[config.mk]
export PLATFORM = sky130hd
export DESIGN_NAME = stkr_ctrl
export DESIGN_NICKNAME = d
export VERILOG_FILES = /design/src/hw/rtl/stkr_pkg.sv /design/src/hw/rtl/stkr_ctrl.sv
export SDC_FILE = /design/constraint.sdc
export NUM_CORES = 1
export LEC_CHECK = 0
export BUFFER_PORTS_ARGS = -buffer_cell sky130_fd_sc_hd__buf_4
export CAP_MARGIN = 20
export CORE_UTILIZATION = 36
export DETAILED_ROUTE_END_ITERATION = 8
export HOLD_SLACK_MARGIN = 0.02
export PLACE_DENSITY_LB_ADDON = 0.25
export SYNTH_ARGS = -nofsm -noshare
export SYNTH_HDL_FRONTEND = slang
export SYNTH_SLANG_ARGS = --single-unit
[constraint.sdc]
create_clock -name clock -period 1.4 [get_ports clock]
set_input_delay 0.28 -clock clock [delete_from_list [all_inputs] [get_ports clock]]
set_output_delay 0.28 -clock clock [all_outputs]
set_load 0.02 [all_outputs]
[src/hw/rtl/stkr_pkg.sv]
`default_nettype none
// ----------------------------------------------------------------------------
// stkr_pkg
// Shared types and constants of the sorted-table key range lookup core.
// ----------------------------------------------------------------------------
package stkr_pkg;

   // table geometry
   localparam int TABLE_DEPTH = 4096;
   localparam int ADDR_W      = $clog2(TABLE_DEPTH);
   localparam int POS_W       = $clog2(TABLE_DEPTH + 1);
   localparam int MAX_EMIT    = 64;
   localparam int EMIT_W      = $clog2(MAX_EMIT + 1);

   // field widths
   localparam int KEY_W    = 64;
   localparam int MOVE_W   = 16;
   localparam int WEIGHT_W = 16;
   localparam int LEARN_W  = 32;
   localparam int INDEX_W  = 12;
   localparam int STATUS_W = 2;

   // configuration port
   localparam int CSR_INDEX_W = 2;
   localparam int CSR_DATA_W  = 13;
   localparam int SIZE_W      = 13;
   localparam int CAP_W       = 7;

   localparam logic [CSR_INDEX_W-1:0] REG_TABLE_SIZE = CSR_INDEX_W'(0);
   localparam logic [CSR_INDEX_W-1:0] REG_RESULT_CAP = CSR_INDEX_W'(1);

   localparam logic [SIZE_W-1:0] TABLE_SIZE_RESET = SIZE_W'(1);
   localparam logic [CAP_W-1:0]  RESULT_CAP_RESET = CAP_W'(64);

   // input commands
   localparam logic CMD_WRITE = 1'b0;
   localparam logic CMD_QUERY = 1'b1;

   // result status codes
   localparam logic [STATUS_W-1:0] STATUS_WRITE   = STATUS_W'(0);
   localparam logic [STATUS_W-1:0] STATUS_MATCH   = STATUS_W'(1);
   localparam logic [STATUS_W-1:0] STATUS_NOMATCH = STATUS_W'(2);

   typedef struct packed {
      logic [KEY_W-1:0]    key;
      logic [MOVE_W-1:0]   move;
      logic [WEIGHT_W-1:0] weight;
      logic [LEARN_W-1:0]  learn;
   } entry_type;

   typedef enum logic [3:0] {
      ST_IDLE,
      ST_PROBE,
      ST_CMP,
      ST_TAIL,
      ST_BACK_RD,
      ST_BACK_CMP,
      ST_FWD_RD,
      ST_FWD_CMP,
      ST_FINISH
   } state_type;

   typedef enum logic [1:0] {
      RD_MID,
      RD_HIGH,
      RD_PREV,
      RD_POS
   } rd_sel_type;

   typedef struct packed {
      logic       write_en;
      logic       push_write;
      logic       accept_query;
      logic       rd_en;
      rd_sel_type rd_sel;
      logic       load_mid;
      logic       set_high_mid;
      logic       set_low_mid;
      logic       set_pos_mid;
      logic       set_pos_high;
      logic       dec_pos;
      logic       inc_pos;
      logic       emit;
      logic       push_final;
   } cmd_type;

   typedef struct packed {
      logic query_trivial;
      logic key_eq;
      logic key_gt;
      logic mid_gt_low;
      logic span_wide;
      logic high_ge_size;
      logic pos_zero;
      logic fwd_done;
      logic entry_live;
      logic pend_valid;
      logic out_free;
   } sts_type;

endpackage
`default_nettype wire

[src/hw/rtl/stkr_ctrl.sv]
`default_nettype none
// ----------------------------------------------------------------------------
// stkr_ctrl
// Sequencer: handshake on the request side, binary search, back-up over
// equal keys, forward walk over the run, and final result.
// ----------------------------------------------------------------------------
module stkr_ctrl (
   input  wire logic             clock,
   input  wire logic             reset,
   input  wire logic             req_valid,
   input  wire logic             req_command,
   output logic                  req_ready,
   input  wire stkr_pkg::sts_type sts,
   output stkr_pkg::cmd_type     cmd
);

   stkr_pkg::state_type state_ff;
   stkr_pkg::state_type state_in;

   always_ff @(posedge clock) begin
      if (reset) begin
         state_ff <= stkr_pkg::ST_IDLE;
      end else begin
         state_ff <= state_in;
      end
   end

   always_comb begin
      state_in  = state_ff;
      cmd       = '0;
      cmd.rd_sel = stkr_pkg::RD_MID;
      req_ready = 1'b0;
      unique case (state_ff)
         stkr_pkg::ST_IDLE: begin
            req_ready = sts.out_free;
            if (req_valid && sts.out_free) begin
               if (req_command == stkr_pkg::CMD_WRITE) begin
                  cmd.write_en   = 1'b1;
                  cmd.push_write = 1'b1;
               end else begin
                  cmd.accept_query = 1'b1;
                  state_in = sts.query_trivial ? stkr_pkg::ST_FINISH : stkr_pkg::ST_PROBE;
               end
            end
         end
         stkr_pkg::ST_PROBE: begin
            cmd.rd_en    = 1'b1;
            cmd.rd_sel   = stkr_pkg::RD_MID;
            cmd.load_mid = 1'b1;
            state_in     = stkr_pkg::ST_CMP;
         end
         stkr_pkg::ST_CMP: begin
            priority if (sts.key_eq) begin
               cmd.set_pos_mid = 1'b1;
               state_in = stkr_pkg::ST_BACK_RD;
            end else if (sts.key_gt) begin
               cmd.set_high_mid = 1'b1;
               state_in = sts.mid_gt_low ? stkr_pkg::ST_PROBE : stkr_pkg::ST_FINISH;
            end else if (sts.span_wide) begin
               cmd.set_low_mid = 1'b1;
               state_in = stkr_pkg::ST_PROBE;
            end else if (sts.high_ge_size) begin
               state_in = stkr_pkg::ST_FINISH;
            end else begin
               // narrowed to one slot below the key: look just past it
               cmd.rd_en  = 1'b1;
               cmd.rd_sel = stkr_pkg::RD_HIGH;
               state_in   = stkr_pkg::ST_TAIL;
            end
         end
         stkr_pkg::ST_TAIL: begin
            if (sts.key_eq) begin
               cmd.set_pos_high = 1'b1;
               state_in = stkr_pkg::ST_BACK_RD;
            end else begin
               state_in = stkr_pkg::ST_FINISH;
            end
         end
         stkr_pkg::ST_BACK_RD: begin
            if (sts.pos_zero) begin
               state_in = stkr_pkg::ST_FWD_RD;
            end else begin
               cmd.rd_en  = 1'b1;
               cmd.rd_sel = stkr_pkg::RD_PREV;
               state_in   = stkr_pkg::ST_BACK_CMP;
            end
         end
         stkr_pkg::ST_BACK_CMP: begin
            if (sts.key_eq) begin
               cmd.dec_pos = 1'b1;
               state_in = stkr_pkg::ST_BACK_RD;
            end else begin
               state_in = stkr_pkg::ST_FWD_RD;
            end
         end
         stkr_pkg::ST_FWD_RD: begin
            if (sts.fwd_done) begin
               state_in = stkr_pkg::ST_FINISH;
            end else begin
               cmd.rd_en  = 1'b1;
               cmd.rd_sel = stkr_pkg::RD_POS;
               state_in   = stkr_pkg::ST_FWD_CMP;
            end
         end
         stkr_pkg::ST_FWD_CMP: begin
            priority if (!sts.key_eq) begin
               state_in = stkr_pkg::ST_FINISH;
            end else if (sts.entry_live && sts.pend_valid && !sts.out_free) begin
               // hold until the output register frees up
               state_in = stkr_pkg::ST_FWD_CMP;
            end else begin
               cmd.emit    = sts.entry_live;
               cmd.inc_pos = 1'b1;
               state_in    = stkr_pkg::ST_FWD_RD;
            end
         end
         stkr_pkg::ST_FINISH: begin
            if (sts.out_free) begin
               cmd.push_final = 1'b1;
               state_in = stkr_pkg::ST_IDLE;
            end
         end
         default: begin
            state_in = stkr_pkg::ST_IDLE;
         end
      endcase
   end

endmodule
`default_nettype wire

==> flow_summary.ini <==
[place]
place_ws_ns = -0.1947
place_inst = 120
hpwl_microns = 1245
gp_congestion = 0.8980
port_buffers = 30

[cells_and_area]
fin_util_pct = 88.32
antenna_cells = 0
nNetsFinal = 132
top_regs = state_ff x4
largest_register = state_ff
fin_cells = 130
fillCellCount = 60
largest_register_ffs = 4
drive_gt1_share_pct = 73.04
area_growth_pct = 129.0

[worst_setup_path]
required_ns = 1.12
cp_data_arrival_time_ns = 1.58
crit_type = flip-flop to output port
cp-end-kind = output port
cp_max_fo = 3
cp-start-kind = flip-flop

[flow_run]
drv_cap = 0

[timing]
setup-violations-final = 18
worst_pin_slew_ns = 0.2991
slew_headroom_pct = 79.49
fin_ws_ns = -0.4593
min_period_over_period_pct = 132.8
hold_violations = 0
tns_ns = -5.222
rsz0062_at_grt = true
fin_skew_ns = 0.006038
slew_violations = 0
max_clock_freq_mhz = 537.8
fin_crit_ns = 1.859

[synth]
ys_top_cells_by_count = 7 x nand2_1, 4 x and3_1, 4 x buf_2, 4 x dfxtp_1, 4 x nor2_1
ys_seq_elements = 4
syn_area_sq_um = 495.5
synth-edff-count = 0
ys.flop_type = dfxtp_1
ys_warn_count = 0
syn_inst = 65
synth_area_leaders = dfxtp_1 16%, nand2_1 5.3%, and3_1 5.1%
yosysTopAreaCell = dfxtp_1
syn_avg_cell_area_sq_um = 7.623
syn_nets = 80
yosysUniqueCellTypes = 36
synth_top_area_share_pct = 16.16
async_flop_share_pct = 0
seq_area_frac_synth_pct = 16.16
yosys.cell_count.top_type = nand2_1

[routing]
vias = 816
drc = 0
wl_microns = 2792
dr.pass1.iters = 4
detail-route-antenna-nets = 0
avgRoutedWirePerCell_microns = 21.48
drtIter0Drc = 60
viasPerCell = 6.277

[die]
die_y_microns = 39.10
io_pins = 31
start_util_pct = 38.56
dieArea_sq_um = 1529
die_w_microns = 39.10
coreArea_sq_um = 1285
rows = 13

[global_routing]
grt.overflow.total = 0
grt_max_degree = 12
antenna_found_initial = 0
grt_pass1_vias = 767
grt_pass1_wl_microns = 3443
grt.total_usage_pct = 34.00

[cts]
path_clk_slew_ns = 0.05
cts_sinks = 4
cts_hold_buf = 0
htree_levels = 1
clk_latency_ns = 0.25
ctsLongestPathBuffers = 2
cts_tree = built
cts_root_buf = clkbuf_4
cts-buffers-inserted = 3

[power]
peakVddDrop_mv = 0.2583
power.density_nw_per_um2 = 424.8
p_leak_nw = 0.5121
total_power_mw = 0.4820

[min_path]
min_path_type = primary input to flip-flop

[outcome]
status = finished with violations
violations = negative setup slack
==> power by group <==
part	internal, mW	switching (mW)	leakage [nW]
clock network	0.0969	0.0625	0.0138
logic	0.107	0.0940	0.464
registers	0.118	0.00429	0.0343
==> metrics by stage <==
| stage | instance area [sq um] | hold slack [ns] |
|---|---|---|
| 2_1_floorplan | 541.8 | 0.3494 |
| 3_3_place_gp | 867.1 | 0.4677 |
| 3_5_place_dp | 867.1 | 0.4658 |
| 4_1_cts | 1060 | 0.2046 |
| 5_1_grt | 1135 | 0.2491 |
| 6_report | 1135 | 0.2394 |
==> critical path, cell delays in order (launching register included) <==
cell and delay, ns:
dfxtp_2 0.34, nor2b_4 0.18, nand3b_4 0.08, or4_4 0.45, nand3b_1 0.14, buf_6 0.13
==> repair_timing <==
action                                  4_1_cts  5_1_grt
pin swaps                                     8       11
resized for setup                            33       14
setup buffers                                 6        2
cloned                                        0        0
endpoints found under the setup margin       18       20
==> worst paths after layout <==
path	start	end	slack [ns]	depth (start not counted)
max	state_ff[1]	cmd[11]	-0.46	5
min	reset	state_ff[1]	0.24	2
max reg2reg	state_ff[2]	state_ff[0]	-0.17	6
min reg2reg	state_ff[2]	state_ff[2]	0.78	3
==> logic make-up after synthesis <==
family | Yosys count | synth area share, %
DFF | 4 | 16.16
muxes | 3 | 7.070
buffers and inverters | 8 | 9.345
and+or+nand+nor | 38 | 49.24
AOI/OAI and AO/OA | 12 | 18.18
==> placed cells by master (no fill, tap or decap), types with 2 or more instances in the layout <==
master,netlist,layout
clkbuf_4,0,3
nand2_1,7,6
or3_4,1,2
nand3b_1,2,2
nor2_4,0,3
a32oi_1,2,2
buf_6,1,22
mux2i_1,2,2
and3_4,0,3
dfxtp_2,0,4
buf_4,1,30
==> metal layers <==
layer	vias up	GRT usage, %	wire, microns
met5	-	0	0
li1	343	-	-
met1	389	35.59	983
met4	0	21.55	144
met2	67	60.42	1423
met3	17	6.936	242
==> cell type report <==
class                      count  area [sq um]  share of cell area [%]
multi-input combinational     53         513.0                   45.20
timing repair buffer          53         488.0                   43.00
sequential                     4         85.08                   7.497
clock buffer                   3         22.52                   1.985
tap                           15         18.77                   1.654
inverter                       2         7.507                  0.6615
(Power assumes the default switching activity.)
